File: config.mk
export PLATFORM = sky130hd
export DESIGN_NAME = utility_based_operator_selector_core_flat
export DESIGN_NICKNAME = d
export VERILOG_FILES = /design/src/hdl/ubos_pkg.sv /design/src/hdl/ubos_channels.sv /design/src/hdl/utility_based_operator_selector_core.sv /design/src/hdl/ubos_itu.sv /design/src/flat_wrapper.sv
export SDC_FILE = /design/constraint.sdc
export NUM_CORES = 2
export LEC_CHECK = 0
export BUFFER_PORTS_ARGS = -buffer_cell sky130_fd_sc_hd__buf_2
export CORE_MARGIN = 2
export CORE_UTILIZATION = 35
export CTS_CLUSTER_SIZE = 12
export DETAILED_ROUTE_END_ITERATION = 8
export GPL_ROUTABILITY_DRIVEN = 0
export SYNTH_ARGS = -nofsm -noshare
export SYNTH_HDL_FRONTEND = slang
export SYNTH_SLANG_ARGS = --single-unit
File: constraint.sdc
create_clock -name clk -period 11.2 [get_ports clk]
set_input_delay 1.12 -clock clk [delete_from_list [all_inputs] [get_ports clk]]
set_output_delay 1.12 -clock clk [all_outputs]
set_load 0.1 [all_outputs]
File: src/hdl/ubos_pkg.sv
`default_nettype none

package ubos_pkg;

  localparam int UTIL_W      = 24;
  localparam int FRAC_BITS   = 8;
  localparam int RAND_W      = 16;
  localparam int OP_W        = 2;
  localparam int MODE_W      = 2;
  localparam int CFG_IDX_W   = 3;
  localparam int CHOSEN_W    = 3;
  localparam int TIE_W       = 4;
  localparam int NUM_OPS_DEF = 8;

  // Square root works on the utility shifted left by the fraction width.
  localparam int SQ_IN_W = UTIL_W + FRAC_BITS;
  localparam int ROOT_W  = (SQ_IN_W + 1) / 2;
  localparam int X_W     = 2 * ROOT_W;

  localparam logic [UTIL_W-1:0] UTIL_ONE  = UTIL_W'(1) << FRAC_BITS;
  localparam logic [UTIL_W-1:0] UTIL_MAX  = '1;
  localparam logic [UTIL_W-1:0] UPPER_RST = UTIL_W'(10240);
  localparam logic [UTIL_W-1:0] LOWER_RST = '0;
  localparam logic [UTIL_W-1:0] INIT_RST  = UTIL_W'(5120);

  localparam logic [OP_W-1:0] OP_SELECT   = OP_W'(0);
  localparam logic [OP_W-1:0] OP_FEEDBACK = OP_W'(1);
  localparam logic [OP_W-1:0] OP_RESTART  = OP_W'(2);

  localparam logic [MODE_W-1:0] REW_ADD    = MODE_W'(0);
  localparam logic [MODE_W-1:0] REW_DOUBLE = MODE_W'(1);
  localparam logic [MODE_W-1:0] REW_SQUARE = MODE_W'(2);

  localparam logic [MODE_W-1:0] PEN_SUB   = MODE_W'(0);
  localparam logic [MODE_W-1:0] PEN_HALVE = MODE_W'(1);
  localparam logic [MODE_W-1:0] PEN_SQRT  = MODE_W'(2);

  localparam logic [CFG_IDX_W-1:0] REG_UPPER = CFG_IDX_W'(0);
  localparam logic [CFG_IDX_W-1:0] REG_LOWER = CFG_IDX_W'(1);
  localparam logic [CFG_IDX_W-1:0] REG_INIT  = CFG_IDX_W'(2);
  localparam logic [CFG_IDX_W-1:0] REG_PMODE = CFG_IDX_W'(3);
  localparam logic [CFG_IDX_W-1:0] REG_RMODE = CFG_IDX_W'(4);

  typedef struct packed {
    logic start;
    logic sqrt_mode;
  } itu_req_t;

  typedef struct packed {
    logic busy;
    logic done;
  } itu_stat_t;

endpackage

`default_nettype wire

File: src/hdl/ubos_channels.sv
`default_nettype none

interface ubos_in_if;
  logic                         valid;
  logic                         ready;
  logic [ubos_pkg::OP_W-1:0]    op;
  logic                         improved;
  logic [ubos_pkg::RAND_W-1:0]  random_word;

  modport source (output valid, output op, output improved, output random_word, input ready);
  modport sink   (input valid, input op, input improved, input random_word, output ready);
endinterface

interface ubos_out_if;
  logic                           valid;
  logic                           ready;
  logic [ubos_pkg::CHOSEN_W-1:0]  chosen_operator;
  logic [ubos_pkg::UTIL_W-1:0]    touched_utility;
  logic [ubos_pkg::TIE_W-1:0]     tie_count;

  modport source (output valid, output chosen_operator, output touched_utility,
                  output tie_count, input ready);
  modport sink   (input valid, input chosen_operator, input touched_utility,
                  input tie_count, output ready);
endinterface

`default_nettype wire

File: src/hdl/utility_based_operator_selector_core.sv
`default_nettype none

// Utility-based operator selector. A utility table with one Q16.8 entry per
// operator sits in a single-port memory that is read one entry per cycle, and
// one restoring step unit does both the tie-break remainder and the square
// root, one step per cycle. Only one transaction is in work at a time; the
// next is taken once the result is in the output register. A select makes
// one scan of the table, sixteen remainder steps and a second scan that
// stops at the chosen entry. A feedback reads the entry, computes the new
// utility (through a squaring step or the square root where the mode asks
// for one), clamps it and writes it back; an unused op code only reads the
// entry, and a restart goes straight to the result. While a result waits
// to be taken, the next transaction is still accepted and worked on, and
// it waits at its end until the output register is free.
// A restart marks every entry as holding the initial utility by clearing the valid bits and setting the fill value.
module utility_based_operator_selector_core #(
  parameter int NUM_OPS = ubos_pkg::NUM_OPS_DEF
) (
  input  wire logic                            clk,
  input  wire logic                            rst,
  input  wire logic                            cfg_we,
  input  wire logic [ubos_pkg::CFG_IDX_W-1:0]  cfg_index,
  input  wire logic [ubos_pkg::UTIL_W-1:0]     cfg_data,
  ubos_in_if.sink                              request,
  ubos_out_if.source                           result
);

  localparam int UTIL_W    = ubos_pkg::UTIL_W;
  localparam int FRAC_BITS = ubos_pkg::FRAC_BITS;
  localparam int MODE_W    = ubos_pkg::MODE_W;
  localparam int OP_W      = ubos_pkg::OP_W;
  localparam int RAND_W    = ubos_pkg::RAND_W;
  localparam int ROOT_W    = ubos_pkg::ROOT_W;
  localparam int X_W       = ubos_pkg::X_W;
  localparam int CHOSEN_W  = ubos_pkg::CHOSEN_W;
  localparam int TIE_W     = ubos_pkg::TIE_W;
  localparam int IDX_W     = $clog2(NUM_OPS);
  localparam int CNT_W     = $clog2(NUM_OPS + 1);
  localparam int PROD_W    = 2 * UTIL_W;

  localparam logic [3:0] S_IDLE      = 4'd0;
  localparam logic [3:0] S_SCAN      = 4'd1;
  localparam logic [3:0] S_MOD_GO    = 4'd2;
  localparam logic [3:0] S_MOD_WAIT  = 4'd3;
  localparam logic [3:0] S_PICK      = 4'd4;
  localparam logic [3:0] S_FB_READ   = 4'd5;
  localparam logic [3:0] S_FB_CALC   = 4'd6;
  localparam logic [3:0] S_SQUARE    = 4'd7;
  localparam logic [3:0] S_SQRT_GO   = 4'd8;
  localparam logic [3:0] S_SQRT_WAIT = 4'd9;
  localparam logic [3:0] S_CLAMP     = 4'd10;
  localparam logic [3:0] S_FIN       = 4'd11;

  logic [3:0]          state;

  logic [UTIL_W-1:0]   upper_bound;
  logic [UTIL_W-1:0]   lower_bound;
  logic [UTIL_W-1:0]   initial_utility;
  logic [MODE_W-1:0]   penalty_mode;
  logic [MODE_W-1:0]   reward_mode;

  logic [UTIL_W-1:0]   util_mem [NUM_OPS];
  logic [NUM_OPS-1:0]  ent_valid;
  logic [UTIL_W-1:0]   fill_value;
  logic [IDX_W-1:0]    rd_addr;
  logic [UTIL_W-1:0]   rd_data;
  logic                rd_vbit;
  logic                rd_vld;
  logic [IDX_W-1:0]    rd_idx;
  logic [UTIL_W-1:0]   entry_val;
  logic                mem_we;
  logic [UTIL_W-1:0]   clamp_val;

  logic [IDX_W-1:0]    last_chosen;
  logic [CNT_W-1:0]    scan_cnt;
  logic                issuing;
  logic [UTIL_W-1:0]   best;
  logic [CNT_W-1:0]    ties;
  logic [CNT_W-1:0]    seen;
  logic [OP_W-1:0]     op_q;
  logic                improved_q;
  logic [RAND_W-1:0]   rnd_q;
  logic [UTIL_W-1:0]   work;
  logic [PROD_W-1:0]   prod;
  logic [UTIL_W-1:0]   raw;
  logic [UTIL_W:0]     sum_one;

  logic [IDX_W-1:0]    res_idx;
  logic [UTIL_W-1:0]   res_util;
  logic [CNT_W-1:0]    res_ties;
  logic [IDX_W+CHOSEN_W-1:0] idx_ext;
  logic [CNT_W+TIE_W-1:0]    ties_ext;

  logic                out_valid;
  logic [CHOSEN_W-1:0] out_chosen;
  logic [UTIL_W-1:0]   out_util;
  logic [TIE_W-1:0]    out_ties;
  logic                fin_load;
  logic                in_take;

  ubos_pkg::itu_req_t  itu_req;
  ubos_pkg::itu_stat_t itu_stat;
  logic [X_W-1:0]      itu_x;
  logic [ROOT_W-1:0]   itu_root;
  logic [CNT_W-1:0]    itu_rem;

  assign in_take  = request.valid && request.ready;
  assign fin_load = (state == S_FIN) && (!out_valid || result.ready);
  assign issuing  = ((state == S_SCAN) || (state == S_PICK)) && (scan_cnt != CNT_W'(NUM_OPS));
  assign rd_addr  = ((state == S_SCAN) || (state == S_PICK)) ? scan_cnt[IDX_W-1:0] : last_chosen;
  assign entry_val = rd_vbit ? rd_data : fill_value;
  assign sum_one  = {1'b0, entry_val} + (UTIL_W+1)'(ubos_pkg::UTIL_ONE);
  assign mem_we   = (state == S_CLAMP);

  always_comb begin
    if (improved_q) begin
      clamp_val = (raw < upper_bound) ? raw : upper_bound;
    end else begin
      clamp_val = (raw > lower_bound) ? raw : lower_bound;
    end
  end

  always_ff @(posedge clk) begin
    if (mem_we) begin
      util_mem[last_chosen] <= clamp_val;
    end
    rd_data <= util_mem[rd_addr];
  end

  always_ff @(posedge clk) begin
    if (rst) begin
      upper_bound     <= ubos_pkg::UPPER_RST;
      lower_bound     <= ubos_pkg::LOWER_RST;
      initial_utility <= ubos_pkg::INIT_RST;
      penalty_mode    <= ubos_pkg::PEN_HALVE;
      reward_mode     <= ubos_pkg::REW_DOUBLE;
    end else if (cfg_we) begin
      unique case (cfg_index)
        ubos_pkg::REG_UPPER: upper_bound     <= cfg_data;
        ubos_pkg::REG_LOWER: lower_bound     <= cfg_data;
        ubos_pkg::REG_INIT:  initial_utility <= cfg_data;
        ubos_pkg::REG_PMODE: penalty_mode    <= cfg_data[MODE_W-1:0];
        ubos_pkg::REG_RMODE: reward_mode     <= cfg_data[MODE_W-1:0];
        default: ;
      endcase
    end
  end

  always_ff @(posedge clk) begin
    if (rst) begin
      state       <= S_IDLE;
      ent_valid   <= '0;
      fill_value  <= ubos_pkg::INIT_RST;
      last_chosen <= '0;
      scan_cnt    <= '0;
      rd_vld      <= 1'b0;
    end else begin
      rd_vld  <= issuing;
      rd_idx  <= rd_addr;
      rd_vbit <= ent_valid[rd_addr];
      if (issuing) begin
        scan_cnt <= scan_cnt + CNT_W'(1);
      end
      if (mem_we) begin
        ent_valid[last_chosen] <= 1'b1;
      end

      unique case (state)
        S_IDLE: begin
          if (in_take) begin
            op_q       <= request.op;
            improved_q <= request.improved;
            rnd_q      <= request.random_word;
            unique case (request.op)
              ubos_pkg::OP_SELECT: begin
                scan_cnt <= '0;
                best     <= '0;
                ties     <= '0;
                state    <= S_SCAN;
              end
              ubos_pkg::OP_RESTART: begin
                ent_valid  <= '0;
                fill_value <= initial_utility;
                res_idx    <= last_chosen;
                res_util   <= initial_utility;
                res_ties   <= '0;
                state      <= S_FIN;
              end
              default: begin
                state <= S_FB_READ;
              end
            endcase
          end
        end
        S_SCAN: begin
          if (rd_vld) begin
            if (entry_val > best) begin
              best <= entry_val;
              ties <= CNT_W'(1);
            end else if (entry_val == best) begin
              ties <= ties + CNT_W'(1);
            end
            if (rd_idx == IDX_W'(NUM_OPS - 1)) begin
              state <= S_MOD_GO;
            end
          end
        end
        S_MOD_GO: begin
          state <= S_MOD_WAIT;
        end
        S_MOD_WAIT: begin
          if (itu_stat.done) begin
            scan_cnt <= '0;
            seen     <= '0;
            state    <= S_PICK;
          end
        end
        S_PICK: begin
          if (rd_vld && (entry_val == best)) begin
            seen <= seen + CNT_W'(1);
            if (seen == itu_rem) begin
              last_chosen <= rd_idx;
              res_idx     <= rd_idx;
              res_util    <= best;
              res_ties    <= ties;
              state       <= S_FIN;
            end
          end
        end
        S_FB_READ: begin
          state <= S_FB_CALC;
        end
        S_FB_CALC: begin
          if (op_q != ubos_pkg::OP_FEEDBACK) begin
            res_idx  <= last_chosen;
            res_util <= entry_val;
            res_ties <= '0;
            state    <= S_FIN;
          end else if (improved_q) begin
            unique case (reward_mode)
              ubos_pkg::REW_ADD: begin
                raw   <= sum_one[UTIL_W] ? ubos_pkg::UTIL_MAX : sum_one[UTIL_W-1:0];
                state <= S_CLAMP;
              end
              ubos_pkg::REW_SQUARE: begin
                prod  <= PROD_W'(entry_val) * PROD_W'(entry_val);
                state <= S_SQUARE;
              end
              default: begin
                raw   <= entry_val[UTIL_W-1] ? ubos_pkg::UTIL_MAX
                                             : {entry_val[UTIL_W-2:0], 1'b0};
                state <= S_CLAMP;
              end
            endcase
          end else begin
            unique case (penalty_mode)
              ubos_pkg::PEN_SUB: begin
                raw   <= (entry_val > ubos_pkg::UTIL_ONE) ? entry_val - ubos_pkg::UTIL_ONE
                                                          : '0;
                state <= S_CLAMP;
              end
              ubos_pkg::PEN_SQRT: begin
                work  <= entry_val;
                state <= S_SQRT_GO;
              end
              default: begin
                raw   <= entry_val >> 1;
                state <= S_CLAMP;
              end
            endcase
          end
        end
        S_SQUARE: begin
          raw   <= (prod[PROD_W-1:UTIL_W+FRAC_BITS] != '0) ? ubos_pkg::UTIL_MAX
                                                           : prod[UTIL_W+FRAC_BITS-1:FRAC_BITS];
          state <= S_CLAMP;
        end
        S_SQRT_GO: begin
          state <= S_SQRT_WAIT;
        end
        S_SQRT_WAIT: begin
          if (itu_stat.done) begin
            raw   <= UTIL_W'(itu_root);
            state <= S_CLAMP;
          end
        end
        S_CLAMP: begin
          res_idx  <= last_chosen;
          res_util <= clamp_val;
          res_ties <= '0;
          state    <= S_FIN;
        end
        S_FIN: begin
          if (fin_load) begin
            state <= S_IDLE;
          end
        end
        default: begin
          state <= S_IDLE;
        end
      endcase
    end
  end

  assign itu_req.start     = (state == S_MOD_GO) || (state == S_SQRT_GO);
  assign itu_req.sqrt_mode = (state == S_SQRT_GO);
  assign itu_x = itu_req.sqrt_mode ? (X_W'(work) << FRAC_BITS)
                                   : (X_W'(rnd_q) << (X_W - RAND_W));

  ubos_itu #(
    .DIV_W (CNT_W)
  ) u_itu (
    .clk       (clk),
    .rst       (rst),
    .req       (itu_req),
    .x_in      (itu_x),
    .divisor   (ties),
    .stat      (itu_stat),
    .root      (itu_root),
    .remainder (itu_rem)
  );

  assign idx_ext  = {{CHOSEN_W{1'b0}}, res_idx};
  assign ties_ext = {{TIE_W{1'b0}}, res_ties};

  always_ff @(posedge clk) begin
    if (rst) begin
      out_valid <= 1'b0;
    end else if (fin_load) begin
      out_valid  <= 1'b1;
      out_chosen <= idx_ext[CHOSEN_W-1:0];
      out_util   <= res_util;
      out_ties   <= ties_ext[TIE_W-1:0];
    end else if (result.ready) begin
      out_valid <= 1'b0;
    end
  end

  assign request.ready          = (state == S_IDLE);
  assign result.valid           = out_valid;
  assign result.chosen_operator = out_chosen;
  assign result.touched_utility = out_util;
  assign result.tie_count       = out_ties;

  assert property (@(posedge clk) disable iff (rst)
    itu_stat.done |-> $past(itu_stat.busy))
    else $error("Step unit signaled completion without having been busy.");

  assert property (@(posedge clk) disable iff (rst)
    (state == S_PICK) |-> (ties != '0))
    else $error("Tie-break pass entered with no maximal entry counted.");

  assert property (@(posedge clk) disable iff (rst)
    (state == S_PICK) |-> (itu_rem < ties))
    else $error("Tie-break remainder is not below the tie count.");

  assert property (@(posedge clk) disable iff (rst)
    (in_take && (request.op == ubos_pkg::OP_RESTART)) |=> (ent_valid == '0))
    else $error("Restart did not invalidate every table entry.");

endmodule

`default_nettype wire

File: src/hdl/ubos_itu.sv
`default_nettype none

module ubos_itu #(
  parameter int DIV_W = 4
) (
  input  wire logic                            clk,
  input  wire logic                            rst,
  input  wire ubos_pkg::itu_req_t              req,
  input  wire logic [ubos_pkg::X_W-1:0]        x_in,
  input  wire logic [DIV_W-1:0]                divisor,
  output ubos_pkg::itu_stat_t                  stat,
  output logic [ubos_pkg::ROOT_W-1:0]          root,
  output logic [DIV_W-1:0]                     remainder
);

  localparam int ROOT_W    = ubos_pkg::ROOT_W;
  localparam int X_W       = ubos_pkg::X_W;
  localparam int RAND_W    = ubos_pkg::RAND_W;
  localparam int REM_W     = (DIV_W + 1 > ROOT_W + 2) ? DIV_W + 1 : ROOT_W + 2;
  localparam int SH_W      = REM_W + 2;
  localparam int MAX_STEPS = (ROOT_W > RAND_W) ? ROOT_W : RAND_W;
  localparam int STEP_W    = $clog2(MAX_STEPS);

  logic [X_W-1:0]    x_sh;
  logic [REM_W-1:0]  rem;
  logic [ROOT_W-1:0] q;
  logic [STEP_W-1:0] step_cnt;
  logic              busy;
  logic              done;
  logic              sqrt_q;
  logic [DIV_W-1:0]  div_q;

  logic [SH_W-1:0]   rem_sh;
  logic [SH_W-1:0]   trial;
  logic [SH_W-1:0]   diff;
  logic              ge;

  // One restoring step per cycle: two bits of the radicand for a square root,
  // one bit of the dividend for a remainder.
  always_comb begin
    if (sqrt_q) begin
      rem_sh = {rem, x_sh[X_W-1 -: 2]};
      trial  = SH_W'({q, 2'b01});
    end else begin
      rem_sh = {1'b0, rem, x_sh[X_W-1]};
      trial  = SH_W'(div_q);
    end
    ge   = (rem_sh >= trial);
    diff = rem_sh - trial;
  end

  always_ff @(posedge clk) begin
    if (rst) begin
      busy <= 1'b0;
      done <= 1'b0;
    end else begin
      done <= 1'b0;
      if (req.start) begin
        busy     <= 1'b1;
        x_sh     <= x_in;
        rem      <= '0;
        q        <= '0;
        sqrt_q   <= req.sqrt_mode;
        div_q    <= divisor;
        step_cnt <= req.sqrt_mode ? STEP_W'(ROOT_W - 1) : STEP_W'(RAND_W - 1);
      end else if (busy) begin
        rem      <= ge ? diff[REM_W-1:0] : rem_sh[REM_W-1:0];
        q        <= {q[ROOT_W-2:0], ge};
        x_sh     <= sqrt_q ? (x_sh << 2) : (x_sh << 1);
        step_cnt <= step_cnt - STEP_W'(1);
        if (step_cnt == '0) begin
          busy <= 1'b0;
          done <= 1'b1;
        end
      end
    end
  end

  assign stat.busy = busy;
  assign stat.done = done;
  assign root      = q;
  assign remainder = rem[DIV_W-1:0];

endmodule

`default_nettype wire
File: src/flat_wrapper.sv
// flat-port wrapper written by rule: the top's interface ports become plain ports
module utility_based_operator_selector_core_flat 
#(
  parameter int NUM_OPS = ubos_pkg::NUM_OPS_DEF
)
  (clk, rst, cfg_we, cfg_index, cfg_data, request_valid, request_op, request_improved, request_random_word, request_ready, result_valid, result_chosen_operator, result_touched_utility, result_tie_count, result_ready);
  ubos_in_if request_i ();
  ubos_out_if result_i ();
  input  wire logic clk;
  input  wire logic rst;
  input  wire logic cfg_we;
  input  wire logic [ubos_pkg::CFG_IDX_W-1:0] cfg_index;
  input  wire logic [ubos_pkg::UTIL_W-1:0] cfg_data;
  input wire logic [$bits(request_i.valid)-1:0] request_valid;
  input wire logic [$bits(request_i.op)-1:0] request_op;
  input wire logic [$bits(request_i.improved)-1:0] request_improved;
  input wire logic [$bits(request_i.random_word)-1:0] request_random_word;
  output wire logic [$bits(request_i.ready)-1:0] request_ready;
  output wire logic [$bits(result_i.valid)-1:0] result_valid;
  output wire logic [$bits(result_i.chosen_operator)-1:0] result_chosen_operator;
  output wire logic [$bits(result_i.touched_utility)-1:0] result_touched_utility;
  output wire logic [$bits(result_i.tie_count)-1:0] result_tie_count;
  input wire logic [$bits(result_i.ready)-1:0] result_ready;
  assign request_i.valid = request_valid;
  assign request_i.op = request_op;
  assign request_i.improved = request_improved;
  assign request_i.random_word = request_random_word;
  assign request_ready = request_i.ready;
  assign result_valid = result_i.valid;
  assign result_chosen_operator = result_i.chosen_operator;
  assign result_touched_utility = result_i.touched_utility;
  assign result_tie_count = result_i.tie_count;
  assign result_i.ready = result_ready;
  utility_based_operator_selector_core #(.NUM_OPS(NUM_OPS)) u_core (.clk(clk), .rst(rst), .cfg_we(cfg_we), .cfg_index(cfg_index), .cfg_data(cfg_data), .request(request_i), .result(result_i));
endmodule
== Yosys cells after proc, flatten, opt, wreduce, memory -nomap -nowiden ==
Memory sizes are Yosys's and may differ from the RTL's. A register that Yosys moved wholly into a read port is not among the register bits.
Cells that the tools add are included.
Word-level totals
  flip-flop bits (word level): 411
  latch bits: 0
  memory bits (writable): 192
  bits in read-only memories: 0
  bits of input ports: 51
  output and inout port bits: 33
  logic and storage cells: 232
  memories kept: 1
Operators by class
  $add $sub $neg: 7
  multipliers: 1
  div/mod/pow operators: 0
  $lt $le $gt $ge: 8
  eq/ne operators: 39
  shift-type cells: 0
  multiplexer cells: 92
  bitwise operators: 5
  reduce and logical (&&, ||, !) cells: 42
Memories
  u_core.util_mem: depth 8, width 24, read ports 1, clocked after memory_dff 1, write ports 1, RTL line utility_based_operator_selector_core.sv:62  | logic [UTIL_W-1:0] util_mem [NUM_OPS];
Operator list (number)
  $mux 24: 20
  $pmux 24 s2: 3
  $mux 32: 4
  $mux 4: 28
  $pmux 24 s4: 1
  $pmux 24 s3: 1
  $mux 18: 3
  $gt 24x24->1: 2
  $mul 24x24->48: 1
  $pmux 4 s12: 1
  $mux 8: 4
  $pmux 4 s2: 4
  $add 24x9->25 const B: 1
  $eq 24x24->1: 1
  $gt 24x9->1 const B: 1
  $lt 24x24->1: 1
  $sub 24x9->24 const B: 1
  $ge 20x18->1: 1
  $mux 20: 1
  $ne 2x2->1 const B: 10
  $mux 3: 6
  $reduce_and 6->1: 3
  $sub 18x18->18: 1
  $eq 4x3->1 const B: 4
  other kinds (42): 91

== Longest topological paths before layout ==
  depth in word-level cells: 9
  gate-level depth with buffers: 34
  gate-level depth less buffers: 27

== Cells and area by module ==
From an unflattened synthesis, not the netlist that was laid out.
Unflattened totals
  cell total of the unflattened synthesis: 4539
  area total of the unflattened synthesis: 44990.6 um2
By module, submodules not included
  utility_based_operator_selector_core: times used 1, cells each 4103, area an instance 40174.8 um2, seq. area each 14824.2 um2
  ubos_itu: times used 1, cells each 436, area an instance 4815.9 um2, seq. area each 2292.2 um2

== Worst setup path after synthesis ==
Ideal clock, no wire load.
  path type: reg2reg
  start point: register u_core.rd_vbit
  end point: register u_core.prod[38] (data pin)
  setup time: 0.259 ns
  arrival: 8.173 ns
  path slack: 2.768 ns
  cell stages (with the launch flop): 35
  buffers on the path: 7
  path through: edfxtp_1 > buf_6 > buf_6 > buf_4 > buf_6 > buf_2 > mux2i_1 > inv_1 > clkbuf_1 > buf_2 > nand2_1 > fa_1 > inv_1 > fa_1 > inv_1 > fa_1 > inv_1 > fa_1 > inv_1 > fa_1 > inv_1 > fa_1 > inv_1 > fa_1 > inv_1 > ha_1 > and3_1 > and3_1 > a22o_1 > a211o_2 > a31oi_2 > o31ai_4 > a41o_1 > a31o_2 > xor2_1
Between the ends
  longest elaborated chain between the ends: 2
RTL lines
  from (decl): RTL line utility_based_operator_selector_core.sv:67  | logic rd_vbit;
  from (signal assigned): RTL line utility_based_operator_selector_core.sv:160  | rd_vbit <= ent_valid[rd_addr];
  $mux 24: RTL line utility_based_operator_selector_core.sv:111  | assign entry_val = rd_vbit ? rd_data : fill_value;
  via u_core.entry_val[6]: RTL line utility_based_operator_selector_core.sv:70  | logic [UTIL_W-1:0] entry_val;
  $mul 24x24->48: RTL line utility_based_operator_selector_core.sv:246  | prod <= PROD_W'(entry_val) * PROD_W'(entry_val);
  to (signal assigned): RTL line utility_based_operator_selector_core.sv:246
  to (decl): RTL line utility_based_operator_selector_core.sv:84  | logic [PROD_W-1:0] prod;
The timed path passes the listed nets, and every way through them passes these cells.
A chain may end at the register's enable or synchronous reset.

== Final worst setup path ==
  start point: register u_core.rd_vbit
  end point: register u_core.prod[38] (data pin)
Between the ends
  longest elaborated chain between the ends: 2
RTL lines (RTL line)
  $mux 24: utility_based_operator_selector_core.sv:111
  $mul 24x24->48: utility_based_operator_selector_core.sv:246
No other way between the ends.

==> flow_summary.json <==
{
  "min_period_ns": 8.923,
  "cts.reportedPaths.clkPinSlew_ns": 0.06,
  "num_io_pins": 84,
  "synth.top_cell.area_share_pct": 31.45,
  "syn_avg_cell_area_um2": 10.04,
  "largest_family_of_logic_cells_by_synthesized_area": "adder cells",
  "grt_setup_unrepaired": "no",
  "yosysSeqAreaShare_pct": 38.09,
  "fin_area_um2": 48950,
  "cap_viol_max_count": 0,
  "grt_pass1_vias": 32713,
  "worstReg2RegEnd": "u_core.prod[38]",
  "post_route_worst_hold_slack_ns": 0.4159,
  "drt-initial-drc-count": 3154,
  "critical-path-top-cell-by-count": "inv_1",
  "synth.area.mux_share_pct": 3.767,
  "arrival_ns": 9.32,
  "syn_inst": 4413,
  "cts_made_buffers": 68,
  "cts.repair.resized": 0,
  "initial_antenna_violation_count": 11,
  "postLayoutSetupSlackWorst_ns": 2.277,
  "power_frac_clock_pct": 20.2,
  "synth_simple_gate_area_share_pct": 13.13,
  "synth-xor-area-share_pct": 1.858,
  "global_route.overflow_total": 0,
  "dr_total_vias": 32148,
  "combPwrFrac_pct": 51.4,
  "yosysUniqueCellTypes": 78,
  "layout-drive-gt1-share_pct": 7.697,
  "worst_setup_path_start_kind": "register",
  "status": "completed",
  "drt.antenna.violating_nets": 0,
  "seq_power_share_pct": 28.4,
  "core.rowCount": 130,
  "finalNetCount": 5180,
  "post_cts_buffers": 0,
  "path_max_fanout": 28,
  "swShare_pct": 42.50,
  "report.final.hold_viol_count": 0,
  "worst_r2r_start": "u_core.rd_vbit",
  "fp.dieArea_um2": 129400,
  "maximum_number_of_pins_on_one_net_before_global_route_repair": 76,
  "dp_slack_ns": 2.373,
  "worst_slew_pin_slew_ns": 1.158,
  "post_synth_fa_ha_maj_area_fraction_pct": 26.57,
  "cell_area_reported_after_detailed_placement_um2": 46790,
  "slowest_stage_delay_cp_ns": 0.77,
  "critical-path-slowest-cell": "mux2i_1",
  "p_int_mw": 6.280,
  "route.detailed.drc": 0,
  "setup_viol": 0,
  "tritoncts": "yes",
  "clock_skew_ns": 0.02985,
  "switchingPower_mw": 4.641,
  "fin_tns_setup_ns": 0,
  "worstSetupStartpoint": "u_core.rd_vbit",
  "grt_util_all_layers_pct": 20.19,
  "hold-path-cell-count": 0,
  "starting_density_of_the_core_pct": 35.28,
  "critical_path_required_ns": 11.60,
  "timing.max_slew.rel_slack_pct": 22.01,
  "clock-root-buffer": "clkbuf_16",
  "power.static_leakage_nw": 21.19,
  "cts.sinks": 611,
  "io_buffer_count": 83,
  "route.final.wire_length_um": 130100,
  "dp_hpwl_um": 94970,
  "die_h_um": 359.8,
  "hp-class": "register to register",
  "cts.hold.buffers_added": 0,
  "detail_route.vias_per_cell": 5.231,
  "min_from": "u_core.res_ties[3]",
  "synth.net_count": 5151,
  "number_of_flops_mapped_to_enable_cells_by_yosys": 464,
  "critical_path_class": "register to register",
  "ir_worst_vdd_mv": 0.1486,
  "cts.path.max_buffers": 3,
  "area_added_between_synthesis_and_finish_pct": 10.49,
  "synth_compound_area_share_pct": 8.614,
  "ctsHtreeMaxLevel": 3,
  "asyncSetResetFlopFracSynth_pct": 0,
  "critPathCapture": "u_core.prod[38]",
  "wire_per_inst_um": 21.17,
  "ys_top_cells_by_area": "edfxtp_1 31%, fa_1 19%, ha_1 7.5%, dfxtp_1 6.6%, inv_1 6.0%",
  "yosysWarningCount": 0,
  "count_of_final_max_slew_check_failures": 0,
  "regToRegSetupSlack_ns": 2.28,
  "drt_pass1_iterations": 8,
  "timing.final.crit_share_pct": 79.67,
  "end_kind": "register",
  "p_per_area_nw_per_um2": 223.1,
  "most_used_flip_flop_cell_after_synthesis": "edfxtp_1",
  "achievable-frequency_mhz": 112.1,
  "synth_seq_cells": 611,
  "finalPower_mw": 10.92,
  "die_wd_um": 359.8,
  "ff2ff_path_depth": 29,
  "clock_latency_ns": 0.65,
  "yosysTopAreaCell": "edfxtp_1",
  "grt_first_pass_wirelength_um": 201000,
  "core_area_um2": 125600,
  "post_synthesis_cell_area_um2": 44300
}
## area by class of cell
cell class	instances	area, um^2
Antenna cell	1	2.502
Clock buffer	97	1851
Clock inverter	26	307.8
Fill cell	12334	76620
Inverter	721	2706
Multi-Input combinational cell	2874	24100
Sequential cell	611	16880
Tap cell	1650	2064
Timing Repair Buffer	166	1041
## per-layer routing
metal  track usage [%]  share of wire [%]
met1             26.81                 41
met2             32.53                 46
met3             3.659                8.2
met4             8.239                4.3
met5                 0              0.021
## state kept, by name, summed over array words and instances, names as in the netlist, 16 cells and up
register and flops:
u_core.raw 24, u_core.u_itu.x_sh 24, u_core.upper_bound 24, u_core.fill_value 24
u_core.initial_utility 24, u_core.rnd_q 16, u_core.util_mem 192, u_core.u_itu.root 16
u_core.work 24, u_core.u_itu.rem 18, u_core.prod 40, u_core.rd_data 24
u_core.lower_bound 24, u_core.res_util 24, u_core.best 24, u_core.result.touched_utility 24
## cells in the final DEF, fill, tap and decap left out, types with 25 or more instances in the layout
master     synthesis  routed
a21o_1            53      53
a21oi_1          198     194
buf_2             12      82
buf_4              3      84
clkbuf_1         170      25
clkbuf_16          0      68
dfxtp_1          147     147
edfxtp_1         464     464
fa_1             423     423
ha_1             264     264
inv_1            711     709
mux2i_1          139     128
nand2_1          693     693
nand3_1          181     181
nand4_1           28      28
nor2_1           261     250
nor2b_1           35      35
o21ai_0          119     117
o221ai_1          40      40
xnor2_1           63      63
xor2_1            31      31
## stage by stage
stage,util (%),cells
floorplan,-,4413
global placement,37.26,6022
detailed placement,37.26,6022
CTS,38.98,6145
global route,38.98,6146
finish,38.98,6146
## worst min-delay path by stage
stage | end
floorplan | u_core.result.chosen_operator[0]
detailed placement | u_core.result.touched_utility[5]
finish | u_core.result.tie_count[3]
global placement | u_core.result.tie_count[1]
CTS | u_core.result.tie_count[3]
global route | u_core.result.tie_count[3]
## cell usage after synthesis (all sizes together), types with 13 or more instances
cell type	n
a211oi	22
a21o	53
a21oi	198
a222oi	24
and2	23
and3	15
buf	37
clkbuf	170
dfxtp	147
edfxtp	464
fa	423
ha	264
inv	713
mux2	17
mux2i	144
nand2	693
nand2b	23
nand3	182
nand4	28
nor2	261
nor2b	35
nor3	35
nor4	13
o21a	20
o21ai	125
o221ai	40
o22ai	20
xnor2	63
xor2	31
## critical path, delay by kind of cell, from the launching register on
family / cells / cell delay [ns]
AOI/OAI and AO/OA: 6 / 1.62
xor gates and xnor gates: 1 / 0.13
adders and majority gates: 8 / 3.70
buffers and inverters: 10 / 1.54
DFF: 1 / 0.35
muxes: 1 / 0.77
and+or+nand+nor: 3 / 0.53
## cell families (layout without fill, tap and decap cells)
logic type	after synthesis	in the layout
AO/OA/AOI/OAI	587	587
XOR/XNOR	94	94
adder cells (fa/ha/maj)	687	687
buffers and inverters	928	1010
flip-flops	611	611
multiplexers	161	161
other	0	1
AND/OR/NAND/NOR	1345	1345
## power groups by stage
stage | logic, mW | clock network, mW | registers (mW)
finish | 5.62 | 2.21 | 3.10
global route | 6.33 | 2.33 | 3.12
CTS | 5.64 | 2.24 | 3.10
floorplan | 4.08 | 0 | 3.07
detailed placement | 5.55 | 0 | 3.15
global placement | 5.51 | 0 | 3.14
Note: power is estimated with default switching activity, not from simulation.
